[config.mk]
export PLATFORM = sky130hd
export DESIGN_NAME = mgv_pre
export DESIGN_NICKNAME = d
export VERILOG_FILES = /design/src/sv/mgv_pkg.sv /design/src/sv/mgv_pre.sv
export SDC_FILE = /design/constraint.sdc
export NUM_CORES = 1
export LEC_CHECK = 0
export ABC_AREA = 0
export ABC_CLOCK_PERIOD_IN_PS = 4400
export BUFFER_PORTS_ARGS = -buffer_cell sky130_fd_sc_hd__buf_4
export CAP_MARGIN = 20
export CORE_AREA = 8 8 190 192
export CTS_CLUSTER_DIAMETER = 120
export DETAILED_ROUTE_END_ITERATION = 8
export DIE_AREA = 0 0 198 200
export REMOVE_ABC_BUFFERS = 1
export SYNTH_ARGS = -nofsm -noshare
export SYNTH_HDL_FRONTEND = slang
export SYNTH_SLANG_ARGS = --single-unit
[constraint.sdc]
create_clock -name clk -period 4.4 [get_ports clk]
set_input_delay 0.44 -clock clk [delete_from_list [all_inputs] [get_ports clk]]
set_output_delay 0.44 -clock clk [all_outputs]
set_load 0.02 [all_outputs]
[src/sv/mgv_pkg.sv]
// ----------------------------------------------------------------------------
// mgv_pkg: shared types and constants of the grid velocity update
// quotient width, divider depth, register indexes and the sideband struct
// ----------------------------------------------------------------------------
package mgv_pkg;

  // momentum magnitude, up to 2^31
  localparam int unsigned MagW      = 32;
  // mass and divider remainder
  localparam int unsigned MassW     = 31;
  // quotient bits kept; anything at or above 2^QuoW saturates anyway
  localparam int unsigned QuoW      = 34;
  localparam int unsigned FracW     = 16;
  // one quotient bit per divider stage
  localparam int unsigned DivStages = QuoW;
  // magnitude bits below this shift feed the divider, the rest form the starting remainder
  localparam int unsigned OvfShift  = QuoW - FracW;
  localparam int unsigned Lanes     = 3;

  typedef enum logic [1:0] {
    CFG_GRID_RES       = 2'd0,
    CFG_BOUNDARY_WIDTH = 2'd1,
    CFG_GRAVITY_STEP   = 2'd2,
    CFG_VELOCITY_LIMIT = 2'd3
  } cfg_idx_t;

  // per-cell control carried alongside the divider
  typedef struct packed {
    logic                          mass_nz;
    logic [Lanes-1:0]              neg;
    logic [Lanes-1:0]              ovf;
    logic [Lanes-1:0]              near_lo;
    logic [Lanes-1:0]              near_hi;
    logic [Lanes-1:0][MagW-1:0]    mom;
  } mgv_side_t;

endpackage

[src/sv/mgv_pre.sv]
// ----------------------------------------------------------------------------
// mgv_pre: input stage
// momentum magnitudes, divide overflow check and wall proximity flags
// ----------------------------------------------------------------------------
module mgv_pre (
  input  logic                                         clk,
  input  logic                                         rst_n,
  input  logic                                         adv,
  input  logic                                         in_valid,
  input  logic [9:0]                                   in_cell_x,
  input  logic [9:0]                                   in_cell_y,
  input  logic [9:0]                                   in_cell_z,
  input  logic [30:0]                                  in_cell_mass,
  input  logic signed [31:0]                           in_mom_x,
  input  logic signed [31:0]                           in_mom_y,
  input  logic signed [31:0]                           in_mom_z,
  input  logic [9:0]                                   grid_res,
  input  logic [3:0]                                   boundary_width,
  output logic                                         pre_valid,
  output logic [mgv_pkg::MassW-1:0]                    pre_mass,
  output logic [mgv_pkg::Lanes-1:0][mgv_pkg::MassW-1:0] pre_rem,
  output logic [mgv_pkg::Lanes-1:0][mgv_pkg::QuoW-1:0]  pre_bits,
  output mgv_pkg::mgv_side_t                           pre_side
);
  import mgv_pkg::*;

  logic                              valid_r;
  logic [MassW-1:0]                  mass_r, mass_nxt;
  logic [Lanes-1:0][MassW-1:0]       rem_r, rem_nxt;
  logic [Lanes-1:0][QuoW-1:0]        bits_r, bits_nxt;
  mgv_side_t                         side_r, side_nxt;

  logic [Lanes-1:0][9:0]             coord;
  logic [Lanes-1:0][MagW-1:0]        mom;
  logic signed [11:0]                far_wall;

  assign coord = {in_cell_z, in_cell_y, in_cell_x};
  assign mom   = {in_mom_z, in_mom_y, in_mom_x};
  // far wall position, may go negative
  assign far_wall = $signed({2'b00, grid_res}) - $signed({8'b0, boundary_width});

  always_comb begin
    logic [MagW-1:0] mag;
    mass_nxt         = in_cell_mass;
    side_nxt.mass_nz = (in_cell_mass != '0);
    side_nxt.mom     = mom;
    for (int l = 0; l < Lanes; l++) begin
      side_nxt.neg[l] = mom[l][MagW-1];
      mag = mom[l][MagW-1] ? (~mom[l] + 32'd1) : mom[l];
      // high magnitude bits start the remainder; the rest feed the divider
      rem_nxt[l]  = {{(MassW-(MagW-OvfShift)){1'b0}}, mag[MagW-1:OvfShift]};
      bits_nxt[l] = {mag[OvfShift-1:0], {FracW{1'b0}}};
      // quotient would reach 2^QuoW
      side_nxt.ovf[l]     = (rem_nxt[l] >= in_cell_mass);
      side_nxt.near_lo[l] = (coord[l] < {6'b0, boundary_width});
      side_nxt.near_hi[l] = ($signed({2'b00, coord[l]}) >= far_wall);
    end
  end

  always_ff @(posedge clk) begin
    if (!rst_n) begin
      valid_r <= 1'b0;
    end else if (adv) begin
      valid_r <= in_valid;
    end
  end

  always_ff @(posedge clk) begin
    if (adv) begin
      mass_r <= mass_nxt;
      rem_r  <= rem_nxt;
      bits_r <= bits_nxt;
      side_r <= side_nxt;
    end
  end

  assign pre_valid = valid_r;
  assign pre_mass  = mass_r;
  assign pre_rem   = rem_r;
  assign pre_bits  = bits_r;
  assign pre_side  = side_r;

endmodule

==> results.yml, run 1 <==
logic_synthesis:
  synth-seq-cells: 231
  synth-edff-count: 230
  synth_fa_ha_area_share_pct: 9.00
  synth_seq_area_share_pct: 59.4
  synth_flop_cell: "edfxtp_1"
  yosys_warnings: 0
  yosysTopAreaCellShare_pct: 59.3
  synth.avg_cell_area_um2: 13.2
  synthSimpleGateAreaFrac_pct: 7.85
  muxShareOfSynthArea_pct: 0.172
  syn_area_mm2: 0.0117
  synthXorXnorAreaFrac_pct: 6.91
  synthArstFlopShare_pct: 0
  netlist_top_cells_area: "edfxtp_1 (59%), ha_1 (8.5%), buf_4 (6.8%), xnor2_1 (6.3%), o21ai_0 (2.4%)"
  synth_compound_area_share_pct: 8.44
  netlist.top_cell.by_area: "edfxtp_1"
  syn_inst: 880
  synth_top_family_by_area: "adder cells"
  synth_cell_types: 48
sta:
  finalCriticalPeriod_ns: 3.45
  drv_slew: 0
  fin_crit_sh_pct: 78.5
  finalHoldViolCount: 0
  max_freq_ghz: 0.289
  holdWs_ns: 0.0975
  setup_viol: 0
  max_slew_margin_pct: 32.4
  rsz0062_at_grt: "false"
  worst_pin_slew_ns: 1.01
  fin_setup_tns_ns: 0
  fin_worst_skew_ns: 0
floorplan:
  io_pins: 511
  dieArea_mm2: 0.0396
  chipWidth_um: 198
  start_util_pct: 35.2
  core_area_mm2: 0.0331
  fp.dieH_um: 200
  row_count: 67
worst_setup_path:
  r2r_start: "pre_valid"
  crit_type: "input port to flop"
  cp_top_family: "simple AND/OR/NAND/NOR gates"
  cp_cell_sequence: "buf_4, or4_1, nor4_2, nand4_1, or3_1, nand2_1, xnor2_1, ha_1, nand2_1, a21boi_0, o21a_1, o21a_1, o211ai_1, a21boi_0, o21ai_0, a31oi_1"
  cp_data_required_time_ns: 4.65
  critPathMaxFanout: 4
  crit_buf_inv: 1
  cp.arrival_ns: 3.70
  critPathLaunchType: "input port"
  r2r_slack_ns: 3.82
  rr_worst_depth: 2
  timing.rr.end: "pre_valid"
  crit_slowest_cell: "or4_1"
  crit_cells: 16
  slowest_delay_ns: 0.61
  end_kind: "flop"
placed_design:
  placedCellCount: 1726
  place_congestion: 0.821
  hpwl_um: 29100
  io_buffers: 411
cts:
  htreeDepth: 1
  clk_latency_ns: 0.52
  cts_inserted_buffers: 26
  hold_buffers: 0
  cts_setup_buffers: 0
  root_buffer: "clkbuf_16"
  cts_buffer_depth: 3
  ctsResizeCount: 0
  cts_tree: "built"
  clk_pin_slew_ns: 0.06
  clock_sinks: 231
global_routing:
  grt_use_total_pct: 17.0
  grt_pass1_vias: 8486
  antenna_found_initial: 1
  grt_pass1_wl_um: 51600
  grt_max_degree: 125
  overflow: 0
outcome:
  status: "finished clean"
final_layout:
  mostFrequentLayoutCells: "buf_4 (413), edfxtp_1 (230), conb_1 (99), xnor2_1 (84), ha_1 (79)"
  nFillCells: 3027
  multi_input_comb_area_mm2: 0.00415
  drive_gt1_share_pct: 34.7
  regArea_mm2: 0.00693
  syn_to_final_growth_pct: 35.5
  layout_commonest_cell: "buf_4"
  fin_util_pct: 47.7
  final_cells: 1773
  finalNetCount: 1561
pwr:
  cellPowerDensity_mw_per_mm2: 399
  ir_drop_mv: 0.231
  design_power_total_mw: 6.30
  p_leak_nw: 6.57
worst_hold_path:
  worstHoldPathType: "input port to flop"
  whs_endpoint: "pre_mass[18]"
  whs_path_depth: 1
  min_from: "in_cell_mass[18]"
drt:
  via_count: 8281
  postRouteWirelength_um: 36200
  ant_nets: 0
  drc_errors: 0
  dr.pass1.iters: 5
  via_per_inst: 4.67
  wl_per_cell_um: 20.4
  drtIter0Drc: 427
flow_run:
  cap_violations: 0
==> worst register-to-register path, cell delays in order, from the launching register on <==
cell     delay, ns
dfxtp_1       0.31
mux2i_1       0.12
nor2b_1       0.05
==> logic make-up (layout without fill, tap and decap cells) <==
family	count (synthesis)	in the layout
adder cells (fa/ha/maj)	84	84
flip-flops	231	231
AND/OR/NAND/NOR	169	169
other	1	100
XOR/XNOR	92	92
buffers and inverters	149	495
AO/OA/AOI/OAI	152	152
multiplexers	2	2
==> metrics by stage <==
| stage | cell area (um^2) | setup WS, ns |
|---|---|---|
| floorplan | 11200 | 0.925 |
| global route | 15800 | 0.787 |
| finish | 15800 | 0.945 |
| CTS | 15800 | 0.976 |
| global placement | 14900 | 0.457 |
| detailed placement | 14900 | 0.416 |
==> power breakdown <==
group / internal, mW / switching, mW
clock: 1.41 / 0.880
sequential: 2.65 / 0.0565
combinational: 0.518 / 0.785
total: 4.58 / 1.72
==> worst max path at each step <==
stage	from	to	slack, ns
finish	in_mom_z[10]	pre_side[104]	0.95
global route	in_mom_y[5]	pre_side[103]	0.79
CTS	in_mom_z[10]	pre_side[104]	0.98
detailed placement	in_mom_z[10]	pre_side[104]	0.42
global placement	in_mom_z[10]	pre_side[104]	0.46
floorplan	in_mom_z[10]	pre_side[104]	0.92
==> flip-flops by register name (all words and copies together), names as in the netlist <==
| register | cells |
|---|---|
| pre_mass | 31 |
| pre_bits | 51 |
| pre_side | 106 |
| pre_rem | 42 |
| pre_valid | 1 |
==> metal layers <==
| layer | up-vias | share of wire [%] | global-route usage (%) |
|---|---|---|---|
| met5 | - | 0 | 0 |
| met4 | 0 | 1.7 | 3.79 |
| met3 | 38 | 8.8 | 4.76 |
| met2 | 367 | 51 | 31.0 |
| met1 | 3931 | 38 | 19.6 |
| li1 | 3945 | - | - |
==> cell usage after synthesis, types with 2 or more instances <==
| cell | instances |
|---|---|
| a21boi_0 | 6 |
| or3_1 | 18 |
| a41oi_1 | 2 |
| nor2b_1 | 8 |
| and4_1 | 3 |
| a31oi_1 | 5 |
| o31ai_1 | 23 |
| a211oi_1 | 3 |
| xnor2_1 | 84 |
| a21oi_1 | 16 |
| nor2_1 | 17 |
| nor4_1 | 10 |
| nand3_1 | 5 |
| o21ai_0 | 56 |
| and2_1 | 2 |
| ha_1 | 79 |
| nand2b_1 | 10 |
| buf_4 | 105 |
| a2111oi_0 | 3 |
| o2111ai_1 | 2 |
| o41ai_1 | 11 |
| nor3_1 | 13 |
| nand4_1 | 6 |
| nor4b_1 | 2 |
| and3_1 | 3 |
| inv_1 | 34 |
| a21o_1 | 5 |
| nand2_1 | 53 |
| o21a_1 | 15 |
| maj3_1 | 4 |
| xor2_1 | 8 |
| or4_1 | 12 |
| mux2i_1 | 2 |
| or2_2 | 2 |
| clkbuf_1 | 10 |
| nor4_2 | 2 |
| edfxtp_1 | 230 |
==> area by class of cell <==
cell class	count	share of cell area [%]
clock inverter	14	1.27
multi-input combinational	598	26.3
tap	448	3.55
inverter	34	0.808
timing repair buffer	415	19.8
antenna	1	0.0158
clock buffer	32	4.40
sequential	231	43.8
(Power assumes the default switching activity.)
==> run 2, diff against run 1 <==
--- a/config.mk
+++ b/config.mk
@@ -6,7 +6,7 @@
 export NUM_CORES = 1
 export LEC_CHECK = 0
 export ABC_AREA = 0
-export ABC_CLOCK_PERIOD_IN_PS = 4400
+export ABC_CLOCK_PERIOD_IN_PS = 3550
 export BUFFER_PORTS_ARGS = -buffer_cell sky130_fd_sc_hd__buf_4
 export CAP_MARGIN = 20
 export CORE_AREA = 8 8 190 192
==> constraint.sdc (replaced) <==
create_clock -name clk -period 3.55 [get_ports clk]
set_input_delay 0.355 -clock clk [delete_from_list [all_inputs] [get_ports clk]]
set_output_delay 0.355 -clock clk [all_outputs]
set_load 0.02 [all_outputs]
==> results.yml, run 2 (same netlist as run 1, synthesis figures left out) <==
drt:
  dr.pass1.iters: 4
  ant_nets: 0
  drc_errors: 0
  via_count: 8613
  drtIter0Drc: 313
  postRouteWirelength_um: 37800
  wl_per_cell_um: 20.4
  via_per_inst: 4.65
worst_hold_path:
  worstHoldPathType: "input port to flop"
global_routing:
  grt_max_degree: 110
  antenna_found_initial: 0
  overflow: 0
  grt_use_total_pct: 17.8
  grt_pass1_vias: 9131
  grt_pass1_wl_um: 54400
cts:
  clk_latency_ns: 0.52
  clk_pin_slew_ns: 0.06
  cts_buffer_depth: 3
  htreeDepth: 1
  root_buffer: "clkbuf_16"
  clock_sinks: 231
  cts_inserted_buffers: 27
  cts_tree: "built"
sta:
  worst_pin_slew_ns: 0.857
  setup_viol: 0
  max_freq_ghz: 0.311
  rsz0062_at_grt: "false"
  max_slew_margin_pct: 42.9
  fin_setup_tns_ns: 0
  fin_crit_sh_pct: 90.6
  finalHoldViolCount: 0
  finalCriticalPeriod_ns: 3.22
  fin_worst_skew_ns: 0
  drv_slew: 0
worst_setup_path:
  cp.arrival_ns: 3.47
  cp_data_required_time_ns: 3.80
  r2r_slack_ns: 2.96
  end_kind: "flop"
  critPathMaxFanout: 3
  crit_type: "input port to flop"
  critPathLaunchType: "input port"
final_layout:
  drive_gt1_share_pct: 38.0
  fin_util_pct: 49.7
  finalNetCount: 1639
  mostFrequentLayoutCells: "buf_4 (470), edfxtp_1 (230), conb_1 (99), xnor2_1 (83), ha_1 (79)"
  layout_commonest_cell: "buf_4"
  largest_reg_flops: 106
  syn_to_final_growth_pct: 41.2
pwr:
  ir_drop_mv: 0.279
  cellPowerDensity_mw_per_mm2: 469
  design_power_total_mw: 7.72
  p_leak_nw: 6.92
floorplan:
  io_pins: 511
  chipWidth_um: 198
  core_area_mm2: 0.0331
  row_count: 67
  fp.dieH_um: 200
  start_util_pct: 35.2
  dieArea_mm2: 0.0396
placed_design:
  hpwl_um: 30000
  place_congestion: 0.815
  io_buffers: 411
flow_run:
  cap_violations: 0
outcome:
  status: "finished clean"
-- run 2: cell types whose count changed in the layout (fill, tap and decap cells not counted), sizes merged, moves of 2 or more --
cell	previous run	this run
clkbuf	32	30
clkinv	8	14
dlygate4sd3	0	18
buf	415	473
bufinv	5	2
-- run 2: final timing paths --
| kind | from | to | depth (start not counted) |
|---|---|---|---|
| max reg2reg | pre_valid | pre_valid | 2 |
| min | in_mom_z[27] | pre_side[91] | 1 |
| min reg2reg | pre_valid | pre_valid | 2 |
| max | in_mom_x[1] | pre_side[102] | 16 |
-- run 2: where the power goes --
| group | internal, mW | switching, mW | leakage (nW) |
|---|---|---|---|
| clock network | 1.54 | 1.13 | 0.413 |
| registers | 3.29 | 0.0728 | 2.26 |
| logic | 0.698 | 0.998 | 4.25 |
| total | 5.53 | 2.20 | 6.92 |
-- run 2: layout make-up --
type	instances	area (um^2)
diodes	1	2.50
clock buffers	30	687
clock inverters	19	163
fillers	2926	16700
inverters	34	128
multi-input cells	598	4220
flip-flops and latches	231	6930
well taps	448	561
repair buffers	492	3780
-- run 2: layer usage --
layer / global-route usage, % / vias up / wire, um
li1: - / 4098 / -
met2: 33.3 / 345 / 19600
met4: 4.07 / 0 / 629
met1: 20.1 / 4130 / 14600
met3: 4.68 / 40 / 2970
met5: 0 / - / 0
-- run 2: stage by stage --
step	instance area, um^2	cells	setup WS, ns	hold slack [ns]
2_1_floorplan	11200	863	0.160	0.454
3_3_place_gp	15300	1780	-0.164	0.512
3_5_place_dp	15300	1780	-0.226	0.532
4_1_cts	16400	1848	0.0435	0.000214
5_1_grt	16500	1852	0.160	0.000404
6_report	16500	1853	0.333	0.0223
-- run 2: repair_timing --
item                                   in CTS  in global routing
buffers inserted                            0                  4
setup endpoints to repair                   0                  1
endpoints found under the hold margin      19                  0
gates resized for setup                     0                 19
hold buffers                               19                  0
-- run 2: worst max-delay path: stages --
cell,delay [ns]
dlymetal6s4s_1,0.24
buf_4,0.14
inv_2,0.04
nand2_1,0.05
or4_4,0.50
or3_4,0.41
buf_4,0.15
nor3_2,0.13
nand3_1,0.18
o31ai_2,0.25
xnor2_1,0.17
ha_1,0.26
o21a_1,0.17
o21a_1,0.16
o21ai_0,0.21
a41oi_2,0.05
==> run 3, diff against run 2 <==
==> constraint.sdc (replaced) <==
create_clock -name clk -period 3.55 [get_ports clk]
set_input_delay 0.5325 -clock clk [delete_from_list [all_inputs] [get_ports clk]]
set_output_delay 0.5325 -clock clk [all_outputs]
set_load 0.02 [all_outputs]
==> results.yml, run 3 (same netlist as run 1, synthesis figures left out) <==
outcome:
  status: "finished clean"
floorplan:
  row_count: 67
  dieArea_mm2: 0.0396
  chipWidth_um: 198
  fp.dieH_um: 200
  start_util_pct: 35.2
  io_pins: 511
  core_area_mm2: 0.0331
global_routing:
  grt_use_total_pct: 17.6
  grt_pass1_vias: 9218
  antenna_found_initial: 0
  grt_max_degree: 87
  overflow: 0
  grt_pass1_wl_um: 53800
worst_setup_path:
  cp_data_required_time_ns: 3.80
  cp.arrival_ns: 3.59
  crit_slowest_cell: "or4_1"
  end_kind: "flop"
  cp_top_family: "simple AND/OR/NAND/NOR gates"
  critPathMaxFanout: 5
  slowest_delay_ns: 0.52
  crit_buf_inv: 2
  cp_cell_sequence: "buf_4, nor4_2, nand2_1, or4_1, or3_1, or3_1, buf_4, nor4b_2, ha_1, o21a_1, o21ai_0, a41oi_1"
  critPathLaunchType: "input port"
  crit_type: "input port to flop"
sta:
  fin_worst_skew_ns: 0
  finalCriticalPeriod_ns: 3.34
  rsz0062_at_grt: "false"
  finalHoldViolCount: 0
  setup_viol: 0
  max_slew_margin_pct: 55.9
  max_freq_ghz: 0.300
  fin_crit_sh_pct: 94.0
  drv_slew: 0
  worst_pin_slew_ns: 0.661
placed_design:
  place_congestion: 0.827
  dpl_cell_area_mm2: 0.0156
  io_buffers: 411
  hpwl_um: 30100
pwr:
  cellPowerDensity_mw_per_mm2: 474
  power_frac_seq_pct: 43.0
  power.share.clock_pct: 35.3
  internal_power_mw: 5.65
  power_frac_comb_pct: 21.7
  p_leak_nw: 6.97
  ir_drop_mv: 0.293
  p_sw_share_pct: 27.5
  p_switching_mw: 2.14
  design_power_total_mw: 7.79
final_layout:
  drive_gt1_share_pct: 38.8
  mostFrequentLayoutCells: "buf_4 (498), edfxtp_1 (230), conb_1 (99), xnor2_1 (84), ha_1 (79)"
  largest_reg_flops: 106
  n_antenna_cell: 0
  fin_util_pct: 49.6
  syn_to_final_growth_pct: 40.9
  layout_commonest_cell: "buf_4"
  final_area_mm2: 0.0164
  finalNetCount: 1647
drt:
  via_count: 8614
  postRouteWirelength_um: 37200
  ant_nets: 0
  via_per_inst: 4.64
  drtIter0Drc: 304
  dr.pass1.iters: 5
  drc_errors: 0
  wl_per_cell_um: 20.0
cts:
  clock_sinks: 231
  cts_buffer_depth: 3
  clk_pin_slew_ns: 0.06
  hold_buffers: 0
  clk_latency_ns: 0.53
  htreeDepth: 1
  cts_inserted_buffers: 26
  cts_tree: "built"
  root_buffer: "clkbuf_16"
flow_run:
  cap_violations: 0
worst_hold_path:
  worstHoldPathType: "input port to flop"
run 3: cell types whose count changed in the layout (fill, tap and decap cells not counted), moves of 2 or more:
cell	before	now
buf_4	470	498
dlygate4sd3_1	18	0
clkinv_4	4	1
o21ai_0	53	56
o21ai_1	4	1
bufinv_16	2	4
nor3_1	11	13
nor3_2	2	0
o31ai_1	21	23
or3_1	16	18
or3_4	2	0
run 3: path summary, 6_finish.rpt:
| path | start | endpoint | slack, ns | cells past startpoint |
|---|---|---|---|---|
| min | in_mom_x[0] | pre_side[0] | 0.19 | 1 |
| min reg2reg | pre_valid | pre_valid | 0.52 | 2 |
| max | in_mom_y[5] | pre_side[103] | 0.21 | 12 |
| max reg2reg | pre_valid | pre_valid | 2.96 | 2 |
run 3: final cells by class:
| type | instances | area (um^2) |
|---|---|---|
| Clock buffer | 30 | 687 |
| Clock inverter | 16 | 181 |
| Fill cell | 2938 | 16700 |
| Inverter | 34 | 128 |
| Multi-Input combinational cell | 598 | 4150 |
| Sequential cell | 231 | 6930 |
| Tap cell | 448 | 561 |
| Timing Repair Buffer | 501 | 3790 |
run 3: metal layers:
| layer | wire length [um] | global-route usage, % | up-vias |
|---|---|---|---|
| li1 | - | - | 4110 |
| met1 | 14400 | 20.1 | 4073 |
| met5 | 0 | 0 | - |
| met3 | 2950 | 4.31 | 53 |
| met2 | 19000 | 32.3 | 378 |
| met4 | 900 | 4.92 | 0 |
run 3: what timing repair did:
| item | CTS | global route |
|---|---|---|
| setup endpoints to repair | 0 | 1 |
| buffers inserted | 0 | 0 |
| resized for setup | 0 | 1 |
run 3: power groups by stage:
stage / registers [mW] / clock network [mW] / logic [mW]
final: 3.35 / 2.75 / 1.69
after global routing: 3.38 / 2.91 / 1.82
after CTS: 3.36 / 2.84 / 1.71
after detailed placement: 3.41 / 0 / 1.70
after global placement: 3.41 / 0 / 1.68
after floorplan: 3.73 / 0 / 0.465
run 3: through the flow:
step	setup WS, ns	hold slack [ns]	TNS [ns]	instances
2_1_floorplan	-0.0176	0.589	-0.0176	863
3_3_place_gp	-0.305	0.510	-0.865	1812
3_5_place_dp	-0.345	0.520	-1.30	1812
4_1_cts	0.216	0.159	0	1858
5_1_grt	0.00423	0.167	0	1858
6_report	0.211	0.191	0	1858
